[src/hdl/ray_triangle_closest_hit_assert.svh]
// Assertion macros shared by the ray/triangle closest-hit RTL.
// Depends on nothing; a file that asserts includes it by name.
`ifndef RAY_TRIANGLE_CLOSEST_HIT_ASSERT_SVH
`define RAY_TRIANGLE_CLOSEST_HIT_ASSERT_SVH
`ifndef SYNTH
`define RTCH_ASSERT_IMP(lbl, clk, rstn, pre, post) \
    lbl: assert property (@(posedge clk) disable iff (!(rstn)) (pre) |-> (post)) \
        else $error("rtch implication check failed");
`define RTCH_ASSERT_NXT(lbl, clk, rstn, pre, post) \
    lbl: assert property (@(posedge clk) disable iff (!(rstn)) (pre) |=> (post)) \
        else $error("rtch next-cycle check failed");
`else
`define RTCH_ASSERT_IMP(lbl, clk, rstn, pre, post)
`define RTCH_ASSERT_NXT(lbl, clk, rstn, pre, post)
`endif
`endif

[src/hdl/rtch_pkg.sv]
// Package for the ray/triangle closest-hit block: types, constants,
// the micro-program of the shared multiplier and saturation helpers.
// Depends on nothing.
package rtch_pkg;

    localparam int MAX_TRIANGLES = 1024;
    localparam int FRAC_BITS     = 16;
    localparam int WORD_W        = 32;
    localparam int TRI_W         = 10;
    localparam int CNT_W         = 11;
    localparam int ROW_W         = 3 * WORD_W;
    localparam int ROWS          = MAX_TRIANGLES * 3;
    localparam int ADDR_W        = $clog2(ROWS);
    localparam int PROD_W        = 2 * WORD_W;
    localparam int ACC_W         = PROD_W + 2;
    localparam int DVD_W         = WORD_W + FRAC_BITS;

    localparam longint W_MAX = 64'sd2147483647;
    localparam longint W_MIN = -64'sd2147483648;
    localparam longint Q_ONE = 64'sd1 <<< FRAC_BITS;

    localparam logic OP_LOAD = 1'b0;
    localparam logic OP_CAST = 1'b1;
    localparam logic [1:0] CORNER_NONE = 2'd3;
    localparam logic [1:0] RDK_LAST    = 2'd3;
    localparam logic [1:0] DIVK_LAST   = 2'd2;
    localparam logic [1:0] HP_LAST     = 2'd3;

    // Register file slots used by the shared multiplier.
    localparam int RF_N    = 29;
    localparam int RF_W    = $clog2(RF_N);
    localparam int RF_NDIR = 0;
    localparam int RF_E1   = 3;
    localparam int RF_E2   = 6;
    localparam int RF_B    = 9;
    localparam int RF_C    = 12;
    localparam int RF_P    = 15;
    localparam int RF_Q    = 18;
    localparam int RF_DIR  = 21;
    localparam int RF_DET  = 24;
    localparam int RF_TN   = 25;
    localparam int RF_BEST = 28;

    localparam int MINORS = 9;
    localparam int DOTS   = 4;
    localparam int UC_LEN = 2 * MINORS + 3 * DOTS + 1;
    localparam int UC_W   = $clog2(UC_LEN);

    typedef enum logic [2:0] {
        ACT_NONE,
        ACT_LOAD,
        ACT_MINOR,
        ACT_DFIRST,
        ACT_DADD,
        ACT_DLAST
    } t_act;

    typedef struct packed {
        logic [RF_W-1:0] a;
        logic [RF_W-1:0] b;
        t_act            act;
        logic [RF_W-1:0] dst;
    } t_uop;

    typedef t_uop [UC_LEN-1:0] t_ucode;

    typedef enum logic [2:0] {
        S_IDLE,
        S_READ,
        S_EDGE,
        S_CALC,
        S_DIV,
        S_CMP,
        S_HP,
        S_DONE
    } t_state;

    typedef struct packed {
        logic                     op;
        logic [TRI_W-1:0]         tri_index;
        logic [1:0]               corner;
        logic signed [WORD_W-1:0] point_x;
        logic signed [WORD_W-1:0] point_y;
        logic signed [WORD_W-1:0] point_z;
        logic signed [WORD_W-1:0] dir_x;
        logic signed [WORD_W-1:0] dir_y;
        logic signed [WORD_W-1:0] dir_z;
    } t_in_item;

    typedef struct packed {
        logic                     hit;
        logic [TRI_W-1:0]         hit_index;
        logic [WORD_W-2:0]        hit_distance;
        logic signed [WORD_W-1:0] hit_x;
        logic signed [WORD_W-1:0] hit_y;
        logic signed [WORD_W-1:0] hit_z;
    } t_out_item;

    // Each minor is A*D - B*C.
    localparam int MIN_A [MINORS] = '{RF_E1+1, RF_E1+2, RF_E1+0, RF_B+1, RF_B+2, RF_B+0,
                                      RF_E1+1, RF_E1+2, RF_E1+0};
    localparam int MIN_B [MINORS] = '{RF_E1+2, RF_E1+0, RF_E1+1, RF_B+2, RF_B+0, RF_B+1,
                                      RF_E1+2, RF_E1+0, RF_E1+1};
    localparam int MIN_C [MINORS] = '{RF_E2+1, RF_E2+2, RF_E2+0, RF_E2+1, RF_E2+2, RF_E2+0,
                                      RF_B+1, RF_B+2, RF_B+0};
    localparam int MIN_D [MINORS] = '{RF_E2+2, RF_E2+0, RF_E2+1, RF_E2+2, RF_E2+0, RF_E2+1,
                                      RF_B+2, RF_B+0, RF_B+1};
    localparam int DOT_L [DOTS] = '{RF_NDIR, RF_B, RF_NDIR, RF_NDIR};
    localparam int DOT_R [DOTS] = '{RF_C, RF_C, RF_P, RF_Q};

    // Step s issues a product; its action consumes the product issued at s-1.
    function automatic t_ucode build_ucode();
        t_ucode uc;
        int     s;
        uc = '0;
        for (int j = 0; j < MINORS; j++) begin
            uc[2*j].a       = RF_W'(MIN_A[j]);
            uc[2*j].b       = RF_W'(MIN_D[j]);
            uc[2*j+1].a     = RF_W'(MIN_B[j]);
            uc[2*j+1].b     = RF_W'(MIN_C[j]);
            uc[2*j+1].act   = ACT_LOAD;
            uc[2*j+2].act   = ACT_MINOR;
            uc[2*j+2].dst   = RF_W'(RF_C + j);
        end
        for (int d = 0; d < DOTS; d++) begin
            for (int k = 0; k < 3; k++) begin
                s = 2 * MINORS + 3 * d + k;
                uc[s].a     = RF_W'(DOT_L[d] + k);
                uc[s].b     = RF_W'(DOT_R[d] + k);
                uc[s+1].act = (k == 0) ? ACT_DFIRST : ((k == 1) ? ACT_DADD : ACT_DLAST);
                if (k == 2) begin
                    uc[s+1].dst = RF_W'(RF_DET + d);
                end
            end
        end
        return uc;
    endfunction

    localparam t_ucode UCODE = build_ucode();

    function automatic logic signed [WORD_W-1:0] sat_w(input logic signed [ACC_W-1:0] x);
        logic signed [ACC_W-1:0] hi;
        logic signed [ACC_W-1:0] lo;
        hi = ACC_W'(W_MAX);
        lo = ACC_W'(W_MIN);
        if (x > hi) begin
            return WORD_W'(W_MAX);
        end else if (x < lo) begin
            return WORD_W'(W_MIN);
        end
        return x[WORD_W-1:0];
    endfunction

    function automatic logic signed [WORD_W-1:0] row_word(input logic [ROW_W-1:0] row,
                                                          input logic [1:0] k);
        return row[k*WORD_W +: WORD_W];
    endfunction

endpackage

[src/hdl/rtch_div.sv]
// Radix-2 restoring divider: saturate((num * 2^FRAC_BITS) / den), truncated.
// Depends on rtch_pkg; one quotient bit per cycle.
module rtch_div (
    input  logic                               i_clk,
    input  logic                               i_rst_n,
    input  logic                               i_start,
    input  logic signed [rtch_pkg::WORD_W-1:0] i_num,
    input  logic signed [rtch_pkg::WORD_W-1:0] i_den,
    output logic                               o_done,
    output logic signed [rtch_pkg::WORD_W-1:0] o_quo
);
    import rtch_pkg::*;

    localparam int CNT_BITS = $clog2(DVD_W);

    logic                r_busy, n_busy;
    logic                r_done, n_done;
    logic [CNT_BITS-1:0] r_cnt, n_cnt;
    logic [WORD_W:0]     r_rem, n_rem;
    logic [DVD_W-1:0]    r_dvd, n_dvd;
    logic [WORD_W-1:0]   r_dsr, n_dsr;
    logic                r_neg, n_neg;
    logic [WORD_W:0]     rem_sh;
    logic [WORD_W-1:0]   num_mag;
    logic [WORD_W-1:0]   den_mag;

    always_comb begin
        num_mag = i_num[WORD_W-1] ? (~i_num + 1'b1) : i_num;
        den_mag = i_den[WORD_W-1] ? (~i_den + 1'b1) : i_den;
        rem_sh  = {r_rem[WORD_W-1:0], r_dvd[DVD_W-1]};
        n_busy  = r_busy;
        n_done  = 1'b0;
        n_cnt   = r_cnt;
        n_rem   = r_rem;
        n_dvd   = r_dvd;
        n_dsr   = r_dsr;
        n_neg   = r_neg;
        if (i_start) begin
            n_busy = 1'b1;
            n_cnt  = '0;
            n_rem  = '0;
            n_dvd  = {num_mag, {FRAC_BITS{1'b0}}};
            n_dsr  = den_mag;
            n_neg  = i_num[WORD_W-1] ^ i_den[WORD_W-1];
        end else if (r_busy) begin
            if (rem_sh >= {1'b0, r_dsr}) begin
                n_rem = rem_sh - {1'b0, r_dsr};
                n_dvd = {r_dvd[DVD_W-2:0], 1'b1};
            end else begin
                n_rem = rem_sh;
                n_dvd = {r_dvd[DVD_W-2:0], 1'b0};
            end
            n_cnt = r_cnt + 1'b1;
            if (r_cnt == CNT_BITS'(DVD_W - 1)) begin
                n_busy = 1'b0;
                n_done = 1'b1;
            end
        end
    end

    always_ff @(posedge i_clk) begin
        if (!i_rst_n) begin
            r_busy <= 1'b0;
            r_done <= 1'b0;
        end else begin
            r_busy <= n_busy;
            r_done <= n_done;
        end
    end

    always_ff @(posedge i_clk) begin
        r_cnt <= n_cnt;
        r_rem <= n_rem;
        r_dvd <= n_dvd;
        r_dsr <= n_dsr;
        r_neg <= n_neg;
    end

    // The quotient magnitude sits in the dividend shifter once done.
    always_comb begin
        if (!r_neg) begin
            o_quo = (r_dvd > DVD_W'(W_MAX)) ? WORD_W'(W_MAX) : r_dvd[WORD_W-1:0];
        end else if (r_dvd > DVD_W'(W_MAX) + 1'b1) begin
            o_quo = WORD_W'(W_MIN);
        end else begin
            o_quo = ~r_dvd[WORD_W-1:0] + 1'b1;
        end
    end

    assign o_done = r_done;

endmodule
[config.mk]
export PLATFORM = sky130hd
export DESIGN_NAME = rtch_div
export DESIGN_NICKNAME = d
export VERILOG_FILES = /design/src/hdl/ray_triangle_closest_hit_assert.svh /design/src/hdl/rtch_pkg.sv /design/src/hdl/rtch_div.sv
export SDC_FILE = /design/constraint.sdc
export NUM_CORES = 1
export LEC_CHECK = 0
export CAP_MARGIN = 20
export CORE_UTILIZATION = 35
export CTS_CLUSTER_DIAMETER = 120
export DETAILED_ROUTE_END_ITERATION = 16
export DONT_BUFFER_PORTS = 1
export PLACE_DENSITY = 0.5
export SLEW_MARGIN = 25
export SYNTH_ARGS = -nofsm -noshare
export SYNTH_HDL_FRONTEND = slang
export SYNTH_SLANG_ARGS = --single-unit
[constraint.sdc]
create_clock -name i_clk -period 7.85 [get_ports i_clk]
set_input_delay 0.785 -clock i_clk [delete_from_list [all_inputs] [get_ports i_clk]]
set_output_delay 0.785 -clock i_clk [all_outputs]
set_load 0.03 [all_outputs]
# After elaboration in Yosys (flattened, before gate mapping)

Index checks and enable logic that the tools add are counted.

Logic and storage cells: 39
Register bits: 121
Input bits: 67
Output and inout bits: 33

Mux-type cells: 13
Reductions and logical operators: 2
$add $sub $neg: 5
Order comparisons: 3
Equality and inequality tests: 1
Bitwise logic cells: 6

Operator list:

| cell                                                                               | count |
|---|---|
| 32-bit two-way mux                                                                 | 5 |
| 32-bit by 1-bit adder with 32-bit output (second input constant)                   | 3 |
| 48-bit two-way mux                                                                 | 2 |
| 32-bit NOT                                                                         | 3 |
| 48-bit by 31-bit greater-than comparator with 1-bit output (second input constant) | 1 |
| 48-bit by 32-bit greater-than comparator with 1-bit output (second input constant) | 1 |
| 33-bit by 32-bit greater-or-equal comparator with 1-bit output                     | 1 |
| 32-bit subtractor                                                                  | 1 |
| 31-bit two-way mux                                                                 | 1 |
| 6-bit by 1-bit adder with 6-bit output (second input constant)                     | 1 |
| 6-bit == test (second input constant)                                              | 1 |
| 1-bit two-way mux                                                                  | 5 |
| 3-bit OR reduction                                                                 | 1 |
| 1-bit NOT                                                                          | 2 |
| 2-bit nonzero test                                                                 | 1 |
| 1-bit bitwise XOR                                                                  | 1 |

# Depth between registers and ports, before layout

Word-level depth: 4
Gate-level depth with buffers: 14
Mapped depth without buffers: 11

# Worst setup path after synthesis

Ideal clock, no wire load.

Kind: flip-flop to output port
Start: reg r_dvd[15]
End: out o_quo[13] (netlist bit)
Path slack: 3.855 ns
Required time: 7.065 ns
Buffers on the path: 2
Arrival: 3.210 ns
Stages on the path, launching flop included: 10
Path through: dfxtp_1 > clkbuf_1 > or4_1 > nor3_2 > nand4_1 > o41a_1 > nor2_1 > nand2_1 > buf_2 > o311ai_1

Word-level cells in the longest chain between the ends: 3
Elaborated cells between the ends (all ways): 5
Those cells by class: order compare: 2; mux: 3

RTL lines:

| element                                                                                                                                  | RTL line                       | text |
|---|---|---|
| start: declaration                                                                                                                       | rtch_div.sv:20                 | `logic [DVD_W-1:0] r_dvd, n_dvd;` |
| start signal: assignment                                                                                                                 | rtch_div.sv:74                 | `r_dvd <= n_dvd;` |
| 48-bit by 31-bit greater-than comparator with 1-bit output or 48-bit by 32-bit greater-than comparator with 1-bit output (tied branches) | rtch_div.sv:82, rtch_div.sv:83 |  |
| 32-bit two-way mux (on tied branches)                                                                                                    | rtch_div.sv:82, rtch_div.sv:83 |  |
| 32-bit two-way mux *                                                                                                                     | rtch_div.sv:81                 | `if (!r_neg) begin` |
| end: declaration                                                                                                                         | rtch_div.sv:10                 | `output logic signed [rtch_pkg::WORD_W-1:0] o_quo` |

Every way passes the cells marked *; elsewhere a longest branch is shown, timed or not.

# Worst setup path in the final report

Start: reg r_dvd[16]
End: out o_quo[6] (netlist bit)

The elaborated chain is that of the path after synthesis.

==> flow_metrics.env <==
export IMPL_status="finished, final reports clean"
export IMPL_rsz0062_at_grt="no"
export IMPL_htree_levels=4
export IMPL_ys_seq_area_share_pct=34.96
export IMPL_drt_pass1_iter_count=5
export IMPL_clk_latency_ns=0.42
export IMPL_crit_type="reg -> out"
export IMPL_grt_pass1_wl_mm=38.02
export IMPL_post_route_drc_count=0
export IMPL_drt_initial_drc_count=582
export IMPL_grt_ovfl_total=0
export IMPL_finalClockSkew_ns=0.01169
export IMPL_grt_usage_pct=18.31
export IMPL_synthTopCellsByArea="edfxtp_1, dfxtp_1, xnor2_1"
export IMPL_cts_hold_buf=0
export IMPL_fin_cells=1322
export IMPL_synthDominantCellAreaShare_pct=22.21
export IMPL_synth_cells=1012
export IMPL_critPathMaxFanout=14
export IMPL_slowest_stage="o311ai_1"
export IMPL_fin_crit_sh_pct=69.15
export IMPL_syn_area_um2=8790
export IMPL_die_area_um2=25750
export IMPL_io_buffers=0
export IMPL_cts_sinks=121
export IMPL_design_core_area_um2=24460
export IMPL_root_buffer="clkbuf_16"
export IMPL_hp_class="in -> reg"
export IMPL_ys_dominant_reg_cell="edfxtp_1"
export IMPL_antenna_cells=0
export IMPL_end_kind="output pin"
export IMPL_use_met3_pct=3.461
export IMPL_relSlewSlack_pct=26.58
export IMPL_cts_tree="done"
export IMPL_path_cells="or4_1 > nor3_2 > nand4_1 > o41a_1 > nor2_1 > nand2_1 > o311ai_1"
export IMPL_cts_resized=0
export IMPL_tns_ns=0
export IMPL_post_cts_setup_buffers=0
export IMPL_use_met2_pct=29.95
export IMPL_max_cap_violations=0
export IMPL_synth_edf_count=65
export IMPL_area_delta_synth_final_pct=10.08
export IMPL_post_place_ws_ns=2.971
export IMPL_cts_max_path_buffers=2
export IMPL_wirelength_mm=22.92
export IMPL_fillers=2453
export IMPL_synth_seq_cells=121
export IMPL_layout_min_cycle_time_ns=5.428
export IMPL_dp_cells=1289
export IMPL_multiInputGateArea_um2=5379
export IMPL_hpwlAfterDp_mm=16.54
export IMPL_finalNetCount=1089
export IMPL_grt_pass1_vias=7317
export IMPL_p_per_area_nw_per_um2=196.0
export IMPL_synthDistinctLibCells=78
export IMPL_tightest_slew_ns=1.092
export IMPL_yosysTopAreaCell="edfxtp_1"
export IMPL_grt_use_met1_pct=24.62
export IMPL_chipWidth_um=160.5
export IMPL_finalHoldViolations=0
export IMPL_busiest_layer="met2"
export IMPL_regArea_um2=3074
export IMPL_antenna_found_initial=0
export IMPL_max_freq_mhz=184.2
export IMPL_syn_avg_cell_area_um2=8.685
export IMPL_gp_congestion=0.8758
export IMPL_cpLargestDelayFamily="simple AND/OR/NAND/NOR gates"
export IMPL_fin_ws_ns=2.422
export IMPL_numCtsBuffers=17
export IMPL_syn_num_nets=1116
export IMPL_ir_drop_v=0.0001256
export IMPL_fp_row_count=57
export IMPL_crit_arrival_ns=4.64
export IMPL_leakagePower_nw=3.692
export IMPL_dieHeight_um=160.5
export IMPL_ys_warnings_count=0
export IMPL_routed_via_density=5.635
export IMPL_yosysMostFrequentCell="nand2_1"
export IMPL_start_util_pct=35.93
export IMPL_drv_slew=0
export IMPL_drive_gt1_share_pct=6.713
export IMPL_wl_per_cell_um=17.34
export IMPL_crit_required_ns=7.07
export IMPL_path_buf_inv=0
export IMPL_worst_setup_path_start_kind="flop"
export IMPL_setup_violations=0
export IMPL_ant_nets=0
export IMPL_pin_count=100
export IMPL_grt_max_degree=108
export IMPL_synth_async_reset_ratio_pct=0
export IMPL_clk_pin_slew_ns=0.06
export IMPL_synth_common_cells="nand2_1, nor2_1, xnor2_1"
export IMPL_vias=7450
export IMPL_cp_slowest_stage_delay_ns=1.05
## report_power, final
group	internal [W]	switching [W]
clock	0.000441	0.000311
sequential	0.000722	0.0000376
combinational	0.000147	0.000238
total	0.00131	0.000586
## worst reg2reg max path: stages, from the launching register on
cell	delay (ns)
edfxtp_1	0.45
inv_1	0.09
ha_1	0.23
nor2b_1	0.15
o31a_1	0.29
o211ai_1	0.24
a21oi_1	0.15
o41ai_1	0.71
o31a_2	0.42
buf_4	0.46
mux2i_1	0.28
a211oi_1	0.10
## state kept, by name, indices dropped and copies added (netlist names)
name and count:
r_neg 1, r_rem 32, r_busy 1, r_dvd 48, o_done 1, r_dsr 32
r_cnt 6
## kinds of logic (layout without fill, tap and decap cells)
| logic type | count (synthesis) | in the layout | synth area share, % |
|---|---|---|---|
| and+or+nand+nor | 338 | 338 | 19.56 |
| xor gates and xnor gates | 84 | 84 | 8.370 |
| adders and majority gates | 37 | 37 | 5.352 |
| DFF | 121 | 121 | 34.96 |
| AOI/OAI and AO/OA | 297 | 297 | 23.54 |
| muxes | 33 | 33 | 3.758 |
| buffers and inverters | 102 | 88 | 4.456 |
## layer usage
layer  vias to the layer above  part of all wire [%]
met1                      3534                    49
met2                       153                    47
met4                         0                  0.91
met3                        17                   3.7
met5                         -                     0
li1                       3746                     -
## final timing paths
path                                        startpoint                      to  slack [ns]  cells past startpoint
worst max-delay path               r_dvd[16]$_DFFE_PP_                o_quo[6]        2.42                      7
worst max register to register      r_dsr[1]$_DFFE_PP_  r_rem[10]$_SDFFE_PP0P_        4.14                     11
worst min register to register  r_rem[14]$_SDFFE_PP0P_  r_rem[14]$_SDFFE_PP0P_        0.47                      2
worst min-delay path                          i_den[0]      r_dsr[0]$_DFFE_PP_        0.47                      0
## layout by cell type (no fill, tap or decap), drive strengths merged, types with 6 or more instances in the layout
cell type / instances
or2: 12
nor2: 86
xnor2: 69
clkinv: 6
o31ai: 20
o211ai: 7
inv: 56
nor4: 15
nor2b: 6
edfxtp: 65
xor2: 15
nand2b: 11
a211oi: 17
a21o: 17
o41ai: 9
a32oi: 6
or4: 15
o311ai: 17
nor3: 20
a22o: 29
and2: 7
clkbuf: 17
nand4: 15
nand2: 99
or3: 17
nand3: 18
mux2i: 33
dfxtp: 56
o21ai: 70
a21oi: 53
ha: 36
## final cells by class
cell class	instances	share of cell area (%)
Multi-Input combinational cell	789	55.59
Clock inverter	15	1.474
Tap cell	324	4.190
Timing Repair Buffer	5	0.5949
Clock buffer	17	4.397
Inverter	51	1.979
Sequential cell	121	31.77
## stage by stage
step	power, W	utilization (%)	cell area (um2)	hold WS [ns]
after floorplan	0.001078	-	8790	0.4430
after global placement	0.001150	36.93	9035	0.4624
after detailed placement	0.001151	37.00	9050	0.4672
after CTS	0.001916	39.32	9618	0.4337
after global routing	0.001998	39.55	9676	0.4372
final	0.001896	39.55	9676	0.4684
Note: power is estimated with default switching activity, not from simulation.
